**src/hw/rtl/dpfm_pkg.sv**
```systemverilog
// package: shared types and constants of the pulse flow meter
`timescale 1ns / 1ps
package dpfm_pkg;
	localparam logic [1:0] CMD_PULSE  = 2'd0;
	localparam logic [1:0] CMD_ROLLUP = 2'd1;
	localparam logic [1:0] CMD_CLEAR  = 2'd2;

	localparam logic CFG_PPU      = 1'b0;
	localparam logic CFG_DEBOUNCE = 1'b1;

	localparam logic [63:0] FLOW_NUM  = 64'd360000000000;
	localparam logic [31:0] UNIT_MULT = 32'd1000000;
	localparam int DIV_STEPS = 64;

	typedef struct packed {
		logic [1:0]  cmd;
		logic [31:0] now_ms;
	} in_beat_t;

	typedef struct packed {
		logic        pulse_accepted;
		logic [31:0] pulses_last;
		logic [31:0] pulses_kept;
		logic [31:0] pulses_today;
		logic [31:0] flow_centi;
		logic [31:0] avg_flow_centi;
		logic [31:0] units_kept_milli;
	} out_beat_t;

	typedef struct packed {
		logic [1:0]  index;
		logic [31:0] data;
	} cfg_beat_t;

	// controller to datapath
	typedef struct packed {
		logic load;       // capture input beat, do simple updates
		logic div_start;  // load divider operands
		logic div_step;   // one restoring step
		logic div_sel;    // 0 units, 1 flow
		logic div_save;   // store quotient
		logic sum_clr;
		logic sum_step;
		logic avg_start;
		logic avg_save;
		logic hist_push;
		logic out_load;
	} dp_cmd_t;

	// datapath to controller
	typedef struct packed {
		logic is_rollup;
		logic sum_last;
	} dp_stat_t;
endpackage

```
**src/hw/rtl/dpfm_if.sv**
```systemverilog
// interfaces: valid/ready stream channel and config write channel
`timescale 1ns / 1ps
interface dpfm_in_if;
	logic valid;
	logic ready;
	dpfm_pkg::in_beat_t data;
	modport source (output valid, output data, input ready);
	modport sink (input valid, input data, output ready);
endinterface

interface dpfm_out_if;
	logic valid;
	logic ready;
	dpfm_pkg::out_beat_t data;
	modport source (output valid, output data, input ready);
	modport sink (input valid, input data, output ready);
endinterface

interface dpfm_cfg_if;
	logic valid;
	logic ready;
	dpfm_pkg::cfg_beat_t data;
	modport source (output valid, output data, input ready);
	modport sink (input valid, input data, output ready);
endinterface

```
**src/hw/rtl/dpfm_ctrl.sv**
```systemverilog
// controller: sequences one item through divider and averaging steps
`timescale 1ns / 1ps
module dpfm_ctrl (
	input  logic               clk,
	input  logic               arst_n,
	input  logic               in_fire,
	input  logic               out_busy,
	input  dpfm_pkg::dp_stat_t stat,
	output logic               idle,
	output dpfm_pkg::dp_cmd_t  cmd
);
	import dpfm_pkg::*;

	localparam logic [3:0] ST_IDLE  = 4'd0;
	localparam logic [3:0] ST_DEC   = 4'd1;
	localparam logic [3:0] ST_UST   = 4'd2;
	localparam logic [3:0] ST_UDIV  = 4'd3;
	localparam logic [3:0] ST_FST   = 4'd4;
	localparam logic [3:0] ST_FDIV  = 4'd5;
	localparam logic [3:0] ST_PUSH  = 4'd6;
	localparam logic [3:0] ST_SUM   = 4'd7;
	localparam logic [3:0] ST_AST   = 4'd8;
	localparam logic [3:0] ST_ADIV  = 4'd9;
	localparam logic [3:0] ST_OUT   = 4'd10;

	logic [3:0] state_q;
	logic [6:0] cnt_q;
	logic       cnt_last;

	assign cnt_last = (cnt_q == 7'(DIV_STEPS - 1));
	assign idle = (state_q == ST_IDLE);

	// command decode
	always_comb begin
		cmd = '0;
		case (state_q)
			ST_IDLE: cmd.load = in_fire;
			ST_UST: begin
				cmd.div_start = 1'b1;
			end
			ST_UDIV: begin
				cmd.div_step = 1'b1;
				cmd.div_save = cnt_last;
			end
			ST_FST: begin
				cmd.div_start = 1'b1;
				cmd.div_sel = 1'b1;
			end
			ST_FDIV: begin
				cmd.div_step = 1'b1;
				cmd.div_sel = 1'b1;
				cmd.div_save = cnt_last;
			end
			ST_PUSH: begin
				cmd.hist_push = 1'b1;
				cmd.sum_clr = 1'b1;
			end
			ST_SUM: cmd.sum_step = 1'b1;
			ST_AST: cmd.avg_start = 1'b1;
			ST_ADIV: begin
				cmd.div_step = 1'b1;
				cmd.avg_save = cnt_last;
			end
			ST_OUT: cmd.out_load = ~out_busy;
			default: cmd = '0;
		endcase
	end

	// state sequencing
	always_ff @(posedge clk or negedge arst_n) begin
		if (!arst_n) begin
			state_q <= ST_IDLE;
			cnt_q <= '0;
		end else begin
			case (state_q)
				ST_IDLE: if (in_fire) state_q <= ST_DEC;
				ST_DEC: state_q <= stat.is_rollup ? ST_UST : ST_SUM;
				ST_UST: begin
					cnt_q <= '0;
					state_q <= ST_UDIV;
				end
				ST_UDIV: begin
					cnt_q <= cnt_q + 7'd1;
					if (cnt_last) state_q <= ST_FST;
				end
				ST_FST: begin
					cnt_q <= '0;
					state_q <= ST_FDIV;
				end
				ST_FDIV: begin
					cnt_q <= cnt_q + 7'd1;
					if (cnt_last) state_q <= ST_PUSH;
				end
				ST_PUSH: state_q <= ST_SUM;
				ST_SUM: if (stat.sum_last) state_q <= ST_AST;
				ST_AST: begin
					cnt_q <= '0;
					state_q <= ST_ADIV;
				end
				ST_ADIV: begin
					cnt_q <= cnt_q + 7'd1;
					if (cnt_last) state_q <= ST_OUT;
				end
				ST_OUT: if (!out_busy) state_q <= ST_IDLE;
				default: state_q <= ST_IDLE;
			endcase
		end
	end
endmodule

```
**src/hw/rtl/dpfm_dp.sv**
```systemverilog
// datapath: counters, shared restoring divider, flow history and averaging
`timescale 1ns / 1ps
module dpfm_dp #(
	parameter int AVG_DEPTH = 5
) (
	input  logic                clk,
	input  logic                arst_n,
	input  dpfm_pkg::in_beat_t  in_data,
	input  dpfm_pkg::cfg_beat_t cfg_data,
	input  logic                cfg_fire,
	input  dpfm_pkg::dp_cmd_t   cmd,
	output dpfm_pkg::dp_stat_t  stat,
	output dpfm_pkg::out_beat_t res
);
	import dpfm_pkg::*;

	localparam int PW = (AVG_DEPTH > 1) ? $clog2(AVG_DEPTH) : 1;
	localparam int FW = $clog2(AVG_DEPTH + 1);

	logic [19:0] ppu_q;
	logic [15:0] deb_q;
	logic [1:0]  cmd_q;
	logic [31:0] now_q;
	logic        acc_q;
	logic [31:0] pend_q, last_t_q, last_iv_q, rolled_q, kept_q, day_q;
	logic [31:0] units_q, flow_q, avg_q;
	logic [31:0] hist_q [AVG_DEPTH];
	logic [FW-1:0] fill_q;
	logic [PW-1:0] pos_q, sidx_q;
	logic [36:0] sum_q;
	// divider
	logic [63:0] num_q, den_q, rem_q;
	logic        zero_q;
	logic [64:0] rem_sh, rem_sub;
	logic [31:0] elapsed, ivl;
	logic [63:0] div_q;

	function automatic logic [31:0] sat32(input logic z, input logic [63:0] q);
		return (z || (q[63:32] != '0)) ? 32'hFFFF_FFFF : q[31:0];
	endfunction

	assign elapsed = in_data.now_ms - last_t_q;
	assign ivl = ((now_q - last_t_q) < last_iv_q) ? last_iv_q : (now_q - last_t_q);

	// config registers
	always_ff @(posedge clk or negedge arst_n) begin
		if (!arst_n) begin
			ppu_q <= 20'd1000;
			deb_q <= 16'd50;
		end else if (cfg_fire) begin
			if (cfg_data.index == {1'b0, CFG_PPU}) ppu_q <= cfg_data.data[19:0];
			else if (cfg_data.index == {1'b0, CFG_DEBOUNCE}) deb_q <= cfg_data.data[15:0];
		end
	end

	// restoring divide step
	assign rem_sh = {rem_q, num_q[63]};
	assign rem_sub = rem_sh - {1'b0, den_q};

	always_ff @(posedge clk) begin
		if (cmd.div_start) begin
			rem_q <= '0;
			div_q <= '0;
			if (!cmd.div_sel) begin
				num_q <= 64'(kept_q) * 64'(UNIT_MULT);
				den_q <= 64'(ppu_q);
				zero_q <= (ppu_q == '0);
			end else begin
				num_q <= FLOW_NUM;
				den_q <= 64'(ivl) * 64'(ppu_q);
				zero_q <= (ivl == '0) || (ppu_q == '0);
			end
		end else if (cmd.avg_start) begin
			rem_q <= '0;
			div_q <= '0;
			num_q <= 64'(sum_q);
			den_q <= 64'(fill_q);
			zero_q <= (fill_q == '0);
		end else if (cmd.div_step) begin
			num_q <= {num_q[62:0], 1'b0};
			if (!rem_sub[64]) begin
				rem_q <= rem_sub[63:0];
				div_q <= {div_q[62:0], 1'b1};
			end else begin
				rem_q <= rem_sh[63:0];
				div_q <= {div_q[62:0], 1'b0};
			end
		end
	end

	// main state
	always_ff @(posedge clk or negedge arst_n) begin
		if (!arst_n) begin
			cmd_q <= '0; now_q <= '0; acc_q <= 1'b0;
			pend_q <= '0; last_t_q <= '0; last_iv_q <= '0;
			rolled_q <= '0; kept_q <= '0; day_q <= '0;
			units_q <= '0; flow_q <= '0; avg_q <= '0;
			fill_q <= '0; pos_q <= '0;
		end else begin
			if (cmd.load) begin
				cmd_q <= in_data.cmd;
				now_q <= in_data.now_ms;
				acc_q <= 1'b0;
				case (in_data.cmd)
					CMD_PULSE: if (elapsed >= 32'(deb_q)) begin
						pend_q <= pend_q + 32'd1;
						last_iv_q <= elapsed;
						last_t_q <= in_data.now_ms;
						acc_q <= 1'b1;
					end
					CMD_ROLLUP: begin
						rolled_q <= pend_q;
						pend_q <= '0;
						kept_q <= kept_q + pend_q;
						day_q <= day_q + pend_q;
					end
					CMD_CLEAR: kept_q <= '0;
					default: ;
				endcase
			end
			if (cmd.div_save) begin
				// the divider uses the next-step quotient, last bit arrives now
				if (!cmd.div_sel) units_q <= sat32(zero_q, {div_q[62:0], ~rem_sub[64]});
				else flow_q <= (ivl == '0) ? 32'd0 :
					sat32(zero_q, {div_q[62:0], ~rem_sub[64]});
			end
			if (cmd.hist_push) begin
				pos_q <= (pos_q == PW'(AVG_DEPTH - 1)) ? '0 : pos_q + PW'(1);
				if (fill_q != FW'(AVG_DEPTH)) fill_q <= fill_q + FW'(1);
			end
			if (cmd.avg_save) avg_q <= zero_q ? 32'd0 : {div_q[30:0], ~rem_sub[64]};
		end
	end

	// history store, one entry per rollup
	always_ff @(posedge clk) begin
		if (cmd.hist_push) hist_q[pos_q] <= flow_q;
	end

	// sum of filled entries, one per cycle
	always_ff @(posedge clk) begin
		if (cmd.sum_clr) begin
			sum_q <= '0;
			sidx_q <= '0;
		end else if (cmd.sum_step) begin
			if (FW'(sidx_q) < fill_q) sum_q <= sum_q + 37'(hist_q[sidx_q]);
			if (sidx_q != PW'(AVG_DEPTH - 1)) sidx_q <= sidx_q + PW'(1);
		end else if (cmd.load) begin
			sum_q <= '0;
			sidx_q <= '0;
		end
	end

	assign stat.is_rollup = (cmd_q == CMD_ROLLUP);
	assign stat.sum_last = (sidx_q == PW'(AVG_DEPTH - 1));

	assign res.pulse_accepted = acc_q;
	assign res.pulses_last = rolled_q;
	assign res.pulses_kept = kept_q;
	assign res.pulses_today = day_q;
	assign res.flow_centi = flow_q;
	assign res.avg_flow_centi = avg_q;
	assign res.units_kept_milli = units_q;
endmodule

```
**src/hw/rtl/debounced_pulse_flow_meter.sv**
```systemverilog
// top level: pulse flow meter with debounce and moving average
// one item at a time: the next beat is taken only once the last result is in the output register
// (64-step restoring divider: two divides for a rollup, one for the average on every item)
// reset: arst_n clears all counters, history fill and the controller;
// ppu_milli returns to 1000 and debounce_ms to 50
`timescale 1ns / 1ps
module debounced_pulse_flow_meter #(
	parameter int AVG_DEPTH = 5
) (
	input logic       clk,
	input logic       arst_n,
	dpfm_in_if.sink   in_ch,
	dpfm_out_if.source out_ch,
	dpfm_cfg_if.sink  cfg
);
	import dpfm_pkg::*;

	dp_cmd_t   cmd;
	dp_stat_t  stat;
	out_beat_t res;
	logic      idle, in_fire, out_v_q;
	out_beat_t out_q;

	assign in_ch.ready = idle;
	assign in_fire = in_ch.valid & in_ch.ready;
	assign cfg.ready = 1'b1;

	dpfm_ctrl u_ctrl (
		.clk(clk), .arst_n(arst_n), .in_fire(in_fire),
		.out_busy(out_v_q & ~out_ch.ready), .stat(stat), .idle(idle), .cmd(cmd)
	);

	dpfm_dp #(.AVG_DEPTH(AVG_DEPTH)) u_dp (
		.clk(clk), .arst_n(arst_n), .in_data(in_ch.data), .cfg_data(cfg.data),
		.cfg_fire(cfg.valid), .cmd(cmd), .stat(stat), .res(res)
	);

	// output register
	always_ff @(posedge clk or negedge arst_n) begin
		if (!arst_n) out_v_q <= 1'b0;
		else if (cmd.out_load) out_v_q <= 1'b1;
		else if (out_ch.ready) out_v_q <= 1'b0;
	end
	always_ff @(posedge clk) begin
		if (cmd.out_load) out_q <= res;
	end
	assign out_ch.valid = out_v_q;
	assign out_ch.data = out_q;

`ifndef SYNTHESIS
	a_stall_hold: assert property (@(posedge clk) disable iff (!arst_n)
		out_v_q && !out_ch.ready |=> out_v_q && $stable(out_q))
		else $error("result dropped under stall");
	a_busy_no_take: assert property (@(posedge clk) disable iff (!arst_n)
		in_fire |=> !in_ch.ready)
		else $error("took a beat while busy");
	a_load_idle: assert property (@(posedge clk) disable iff (!arst_n)
		cmd.load |-> idle)
		else $error("load outside idle");
`endif
endmodule

```
**src/flat_wrapper.sv**
```systemverilog
// flat-port wrapper written by rule: the top's interface ports become plain ports
module debounced_pulse_flow_meter_flat import dpfm_pkg::*;
#(
	parameter int AVG_DEPTH = 5
)
  (clk, arst_n, in_ch_valid, in_ch_data, in_ch_ready, out_ch_valid, out_ch_data, out_ch_ready, cfg_valid, cfg_data, cfg_ready);
  dpfm_in_if in_ch_i ();
  dpfm_out_if out_ch_i ();
  dpfm_cfg_if cfg_i ();
  input logic clk;
  input logic arst_n;
  input wire logic [$bits(in_ch_i.valid)-1:0] in_ch_valid;
  input wire logic [$bits(in_ch_i.data)-1:0] in_ch_data;
  output wire logic [$bits(in_ch_i.ready)-1:0] in_ch_ready;
  output wire logic [$bits(out_ch_i.valid)-1:0] out_ch_valid;
  output wire logic [$bits(out_ch_i.data)-1:0] out_ch_data;
  input wire logic [$bits(out_ch_i.ready)-1:0] out_ch_ready;
  input wire logic [$bits(cfg_i.valid)-1:0] cfg_valid;
  input wire logic [$bits(cfg_i.data)-1:0] cfg_data;
  output wire logic [$bits(cfg_i.ready)-1:0] cfg_ready;
  assign in_ch_i.valid = in_ch_valid;
  assign in_ch_i.data = in_ch_data;
  assign in_ch_ready = in_ch_i.ready;
  assign out_ch_valid = out_ch_i.valid;
  assign out_ch_data = out_ch_i.data;
  assign out_ch_i.ready = out_ch_ready;
  assign cfg_i.valid = cfg_valid;
  assign cfg_i.data = cfg_data;
  assign cfg_ready = cfg_i.ready;
  debounced_pulse_flow_meter #(.AVG_DEPTH(AVG_DEPTH)) u_core (.clk(clk), .arst_n(arst_n), .in_ch(in_ch_i), .out_ch(out_ch_i), .cfg(cfg_i));
endmodule
```
**config.mk**
```make
export PLATFORM = sky130hd
export DESIGN_NAME = debounced_pulse_flow_meter_flat
export DESIGN_NICKNAME = d
export VERILOG_FILES = /design/src/hw/rtl/dpfm_pkg.sv /design/src/hw/rtl/dpfm_if.sv /design/src/hw/rtl/dpfm_ctrl.sv /design/src/hw/rtl/dpfm_dp.sv /design/src/hw/rtl/debounced_pulse_flow_meter.sv /design/src/flat_wrapper.sv
export SDC_FILE = /design/constraint.sdc
export NUM_CORES = 2
export LEC_CHECK = 0
export BUFFER_PORTS_ARGS = -buffer_cell sky130_fd_sc_hd__buf_2
export CORE_MARGIN = 5
export CORE_UTILIZATION = 31
export CTS_CLUSTER_SIZE = 14
export DETAILED_ROUTE_END_ITERATION = 8
export PLACE_DENSITY = 0.5
export SKIP_LAST_GASP = 1
export SLEW_MARGIN = 10
export SYNTH_ARGS = -nofsm -noshare
export SYNTH_HDL_FRONTEND = slang
export SYNTH_HIERARCHICAL = 1
export SYNTH_SLANG_ARGS = --single-unit
```
**constraint.sdc**
```tcl
create_clock -name clk -period 29.2 [get_ports clk]
set_input_delay 0 -clock clk [delete_from_list [all_inputs] [get_ports clk]]
set_output_delay 0 -clock clk [all_outputs]
set_load 0.005 [all_outputs]
```
[Yosys cells after proc, flatten, opt, wreduce, memory -nomap -nowiden]
Memory sizes are Yosys's and may differ from the RTL's. A register that Yosys moved wholly into a read port is not among the register bits.
Index checks and enable logic that the tools add are counted.
W data, S select, Z words.
Operators by class
  add/sub/neg operators: 11
  multipliers: 2
  div/mod/pow operators: 0
  order comparisons: 3
  eq/ne operators: 28
  shift-type cells: 0
  multiplexer cells: 53
  bitwise operators: 7
  reduce and logical (&&, ||, !) cells: 34
Operators with widths (count)
  $mux W64: 6
  $mux W32: 5
  $pmux W32 S2: 2
  $mux W37: 3
  $mux W52: 2
  $sub A65 B64 Y65: 1
  $add A32 B32 Y32: 2
  $sub A32 B32 Y32: 2
  $mul A32 B20 Y52: 1
  $mul A32 B14 Y46 const B: 1
  $pmux W4 S11: 1
  $add A37 B32 Y37: 1
  $add A32 B1 Y32 const B: 1
  $ge A32 B16 Y1: 1
  $logic_not A32 Y1: 1
  $lt A32 B32 Y1: 1
  $reduce_bool A32 Y1: 1
  $mux W4: 6
  $mux W3: 7
  $logic_not A20 Y1: 1
  $mux W1: 20
  $eq A4 B3 Y1 const B: 4
  $ne A2 B2 Y1 const B: 8
  $reduce_and A2 Y1: 8
  other kinds (25): 52
Storage, ports and cells
  register bits after elaboration: 866
  bits in latches: 0
  bits in writable memories: 160
  ROM bits: 0
  output and inout bits: 196
  logic and storage cells: 172
  memories: 1
Memory list
  u_core.u_dp.hist_q: depth 5, width 32, read ports 1, clocked after memory_dff 1, wr ports 1, line dpfm_dp.sv:27  | logic [31:0] hist_q [AVG_DEPTH];

[Logic depth before layout (Yosys ltp)]
  depth in word-level cells: 7
  mapped depth: 50
  depth with buffers taken out: 45

[Cells and area by module]
Netlist, hierarchy kept.
By module, submodules not included
  dpfm_dp: instances 1, cells an instance 7610, area each 72968.7 sq um, seq. area each 20866.3 sq um
  debounced_pulse_flow_meter: instances 1, cells an instance 199, area each 5858.1 sq um, seq. area each 5820.6 sq um
  dpfm_ctrl: instances 1, cells an instance 92, area each 783.3 sq um, seq. area each 275.3 sq um

[Least setup slack after synthesis]
No wires, ideal clock.
  kind: register -> register
  start: register u_core.u_ctrl.state_q[1]
  end: register u_core.out_q (netlist bit u_core/out_ch.data[0]), enable pin
  data arrival time: 19169 ps
  required time: 27979 ps
  slack: 8810 ps
  cell stages (with the launch flop): 4
  buffers on the path: 1
  clock period less this slack: 20390 ps
  path through: dfrtp_1 buf_2 inv_1 nor4_1
RTL lines
  from (decl): line dpfm_ctrl.sv:26  | logic [3:0] state_q;
  from (signal assigned): line dpfm_ctrl.sv:77  | ST_DEC: state_q <= stat.is_rollup ? ST_UST : ST_SUM;
  to (signal assigned): line debounced_pulse_flow_meter.sv:45  | if (cmd.out_load) out_q <= res;
  to (decl): line debounced_pulse_flow_meter.sv:22  | out_beat_t out_q;

[Worst setup path in the final report]
  start: register u_core.u_dp.now_q[0]
  end: register u_core.u_dp.den_q[50] (data pin)
Between the ends
  cells in the longest elaborated chain, start to end: 6
Ends and longest elaborated chain
  from (decl): line dpfm_dp.sv:23  | logic [31:0] now_q;
  from (signal assigned): line dpfm_dp.sv:102  | now_q <= in_data.now_ms;
  $sub A32 B32 Y32 *: line dpfm_dp.sv:43  | assign ivl = ((now_q - last_t_q) < last_iv_q) ? last_iv_q : (now_q - last_t_q);
  $lt A32 B32 Y1: line dpfm_dp.sv:43
  $mux W32 *: line dpfm_dp.sv:43
  $mul A32 B20 Y52 *: line dpfm_dp.sv:70  | den_q <= 64'(ivl) * 64'(ppu_q);
  $mux W52 *: line dpfm_dp.sv:64  | if (!cmd.div_sel) begin
  $mux W64 *: line dpfm_dp.sv:61  | if (cmd.div_start) begin
  to (signal assigned): line dpfm_dp.sv:66  | den_q <= 64'(ppu_q);
  to (signal assigned): line dpfm_dp.sv:70
  to (signal assigned): line dpfm_dp.sv:77  | den_q <= 64'(fill_q);
  to (decl): line dpfm_dp.sv:32  | logic [63:0] num_q, den_q, rem_q;
Mark *: on every way between the ends. The rest lies on a longest branch, timed or not.
A chain may end at the register's enable or synchronous reset.

==> run_results.csv <==
group,metric,value,unit
setup_path,slowest_stage,"o311ai_0",
global_route,grt_max_degree,140,
setup_path,path_class,"register to register",
timing,fin_tns_setup,0,ns
timing,final-max-slew-violation-count,0,
clock_tree,cts-root-buf,"clkbuf_16",
setup_path,worst_path_most_repeated_cell,"fa_1",
timing,timing.final.crit_share,48.3,%
floorplan,start_util,31.1,%
yosys,synth_seq_cells,1017,
timing,fin_crit,14.10,ns
worst_hold_path,hold_path.class,"input pin to register",
clock_tree,clk_pin_slew,0.06,ns
floorplan,die_area,267000,µm²
yosys,ys.flop_type,"edfxtp_1",
drt,routed_wl,214,mm
timing,rsz0062_at_grt,"no",
setup_path,cp-end-kind,"register",
setup_path,startpoint_type,"register",
yosys,synthArstFlopShare,37.1,%
timing,tightest_slew,1.18,ns
layout,layout-drive-gt1-share,9.74,%
timing,finClkSkew,0.0963,ns
layout,fillers,25826,
clock_tree,clock_latency,0.81,ns
timing,fmax,70.9,MHz
drt,wl_per_cell,18.5,µm
timing,max_slew_margin,21.1,%
setup_path,cp.required,29.70,ns
setup_path,crit_start,"u_core/u_dp/now_q[0]",
clock_tree,htree_levels,3,
floorplan,rows,186,
global_route,grt_pass1_wl,341,mm
setup_path,cp_max_fo,32,
yosys,synth_cells,7901,
global_route,use_met1,21.1,%
global_route,grtUsageMet2,28.0,%
clock_tree,numCtsBuffers,115,
drt,first_pass_iters,5,
global_route,gr-usage-met3,1.69,%
yosys,synth-edff-count,470,
drt,num_vias,57101,
timing,hold_viol_final,0,
floorplan,die_y,517,µm
drt,viasPerCell,4.94,
floorplan,pin_count,269,
yosys,seq_area_frac_synth,33.9,%
placement,gp_congestion,0.867,
placement,hpwl,157,mm
layout,final_cell_mix,"inv_1 (1088), nand2_1 (748), fa_1 (677)",
timing,setup-violations-final,0,
global_route,grt_use_total,16.0,%
yosys,avgSynthCellArea,10.1,µm²
layout,layout_commonest_cell,"inv_1",
global_route,grt_most_used_layer,"met2",
drt,drtAntennaViolNets,0,
layout,syn2layout_area_growth,12.1,%
yosys,synth_cell_types,106,
worst_hold_path,hp-start,"in_ch_valid",
yosys,synth_fp_nets,9235,
run_status,status,"finished, final reports clean",
floorplan,coreArea,256000,µm²
drt,drt_iter0_drc,3185,
yosys,yosys_warnings,6,
setup_path,rr_startpoint,"u_core/u_dp/now_q[0]",
flow_run,cap_violations,0,
placement,portBuffers,255,
drt,drc,0,
clock_tree,cts_sinks,1017,
yosys,syn_area,79600,µm²
setup_path,worstPathArrival,14.60,ns
clock_tree,cts_tree,"yes",
global_route,first_global_vias,59765,
clock_tree,clockBufferDepth,3,
global_route,grt_antenna_before_repair,10,
layout,fin_nets,9403,
floorplan,die_width,517,µm
setup_path,max_stage_delay,0.97,ns
global_route,grt_overflow_total,0,
[state kept, by name, summed over array words and instances (netlist names), 37 cells and up, named ones only]
name and cells:
u_core/out_ch.data 193, u_core/u_dp/den_q 52, u_core/u_dp/div_q 63, u_core/u_dp/hist_q 160
u_core/u_dp/num_q 64, u_core/u_dp/rem_q 64, u_core/u_dp/sum_q 37
[layout make-up]
type	instances	area, µm²	area share, %
Multi-Input combinational cell	5421	47300	52.9
Sequential cell	1017	27000	30.2
Tap cell	3384	4230	4.74
Inverter	1091	4100	4.59
Clock buffer	152	3190	3.57
Timing Repair Buffer	423	2770	3.11
Clock inverter	68	757	0.848
Antenna cell	6	15.0	0.0168
[what timing repair did]
action,in CTS,in global routing
hold endpoints to repair,224,0
buffers inserted,0,0
resized for setup,0,0
hold buffers,78,0
[cell usage after synthesis, types with 40 or more instances]
cell | n | area [µm²]
nor2b_1 | 51 | 319
a22o_1 | 41 | 359
o21ai_0 | 358 | 1790
a21o_1 | 179 | 1340
o31ai_1 | 63 | 473
ha_1 | 584 | 7310
and3_1 | 52 | 325
nor3_1 | 62 | 310
o21bai_1 | 41 | 308
and2_1 | 340 | 2130
o21a_1 | 63 | 473
dfxtp_1 | 170 | 3400
a31oi_1 | 85 | 532
dfrtp_1 | 368 | 9210
nor2_1 | 365 | 1370
edfxtp_1 | 470 | 14100
nand2b_1 | 57 | 357
a21oi_1 | 361 | 1810
mux2i_1 | 126 | 1260
inv_1 | 1090 | 4090
fa_1 | 677 | 13600
nand3_1 | 97 | 485
nand4_1 | 57 | 357
a211oi_1 | 45 | 338
clkbuf_1 | 314 | 1180
xnor2_1 | 150 | 1310
nand3b_1 | 40 | 300
mux2_1 | 55 | 619
mux2_2 | 150 | 1690
nand2_1 | 750 | 2820
xor2_1 | 117 | 1020
[worst max-delay path, delay by kind of cell, from the launching register on]
family | cells | cell delay, ns
fa+ha+maj | 11 | 4.62
buf+inv | 7 | 0.67
compound gates | 15 | 6.08
mux | 2 | 0.87
flops | 1 | 0.35
simple gates | 7 | 1.22
[logic make-up after synthesis]
kind of cell,Yosys count,share of synthesized area (%)
mux,363,5.39
fa+ha+maj,1261,26.2
compound gates,1504,12.2
buf+inv,1463,6.98
xor+xnor,267,2.94
flops,1017,33.9
other cells,1,0.00471
simple gates,2025,12.5
[layer usage]
metal  part of all wire, %  vias to the layer above  wire length [µm]
met2                    49                     1006            105000
met4                   2.4                        0              5070
met3                   3.6                      253              7620
li1                      -                    27091                 -
met1                    45                    28751             96100
met5                     0                        -                 0
[through the flow]
stage	cells	hold WS, ns	instance area [µm²]	worst slack (ns)	utilization (%)
floorplan	7901	-0.296	79600	8.81	-
global placement	11258	0.0966	84500	15.19	33.0
detailed placement	11258	0.107	84500	15.12	33.0
CTS	11556	0.000259	89300	15.08	34.8
global route	11557	0.0503	89300	14.31	34.8
finish	11562	0.0555	89300	15.10	34.8
[worst paths after layout]
path / slack (ns) / end / cells after the start
setup / recovery: 15.10 / u_core/u_dp/den_q[50] / 42
hold / removal: 0.06 / u_core/u_ctrl/state_q[0] / 5
setup reg to reg: 15.10 / u_core/u_dp/den_q[50] / 42
hold reg to reg: 0.36 / u_core/out_ch.data[9] / 0
max in group asynchronous: 26.31 / u_core/u_dp/rolled_q[28] / 6
min in group asynchronous: 0.45 / u_core/u_dp/deb_q[1] / 3
Power is left out: the tool's default activity adds up to more than one toggle a clock period on the data nets, which glitch-free logic cannot reach.
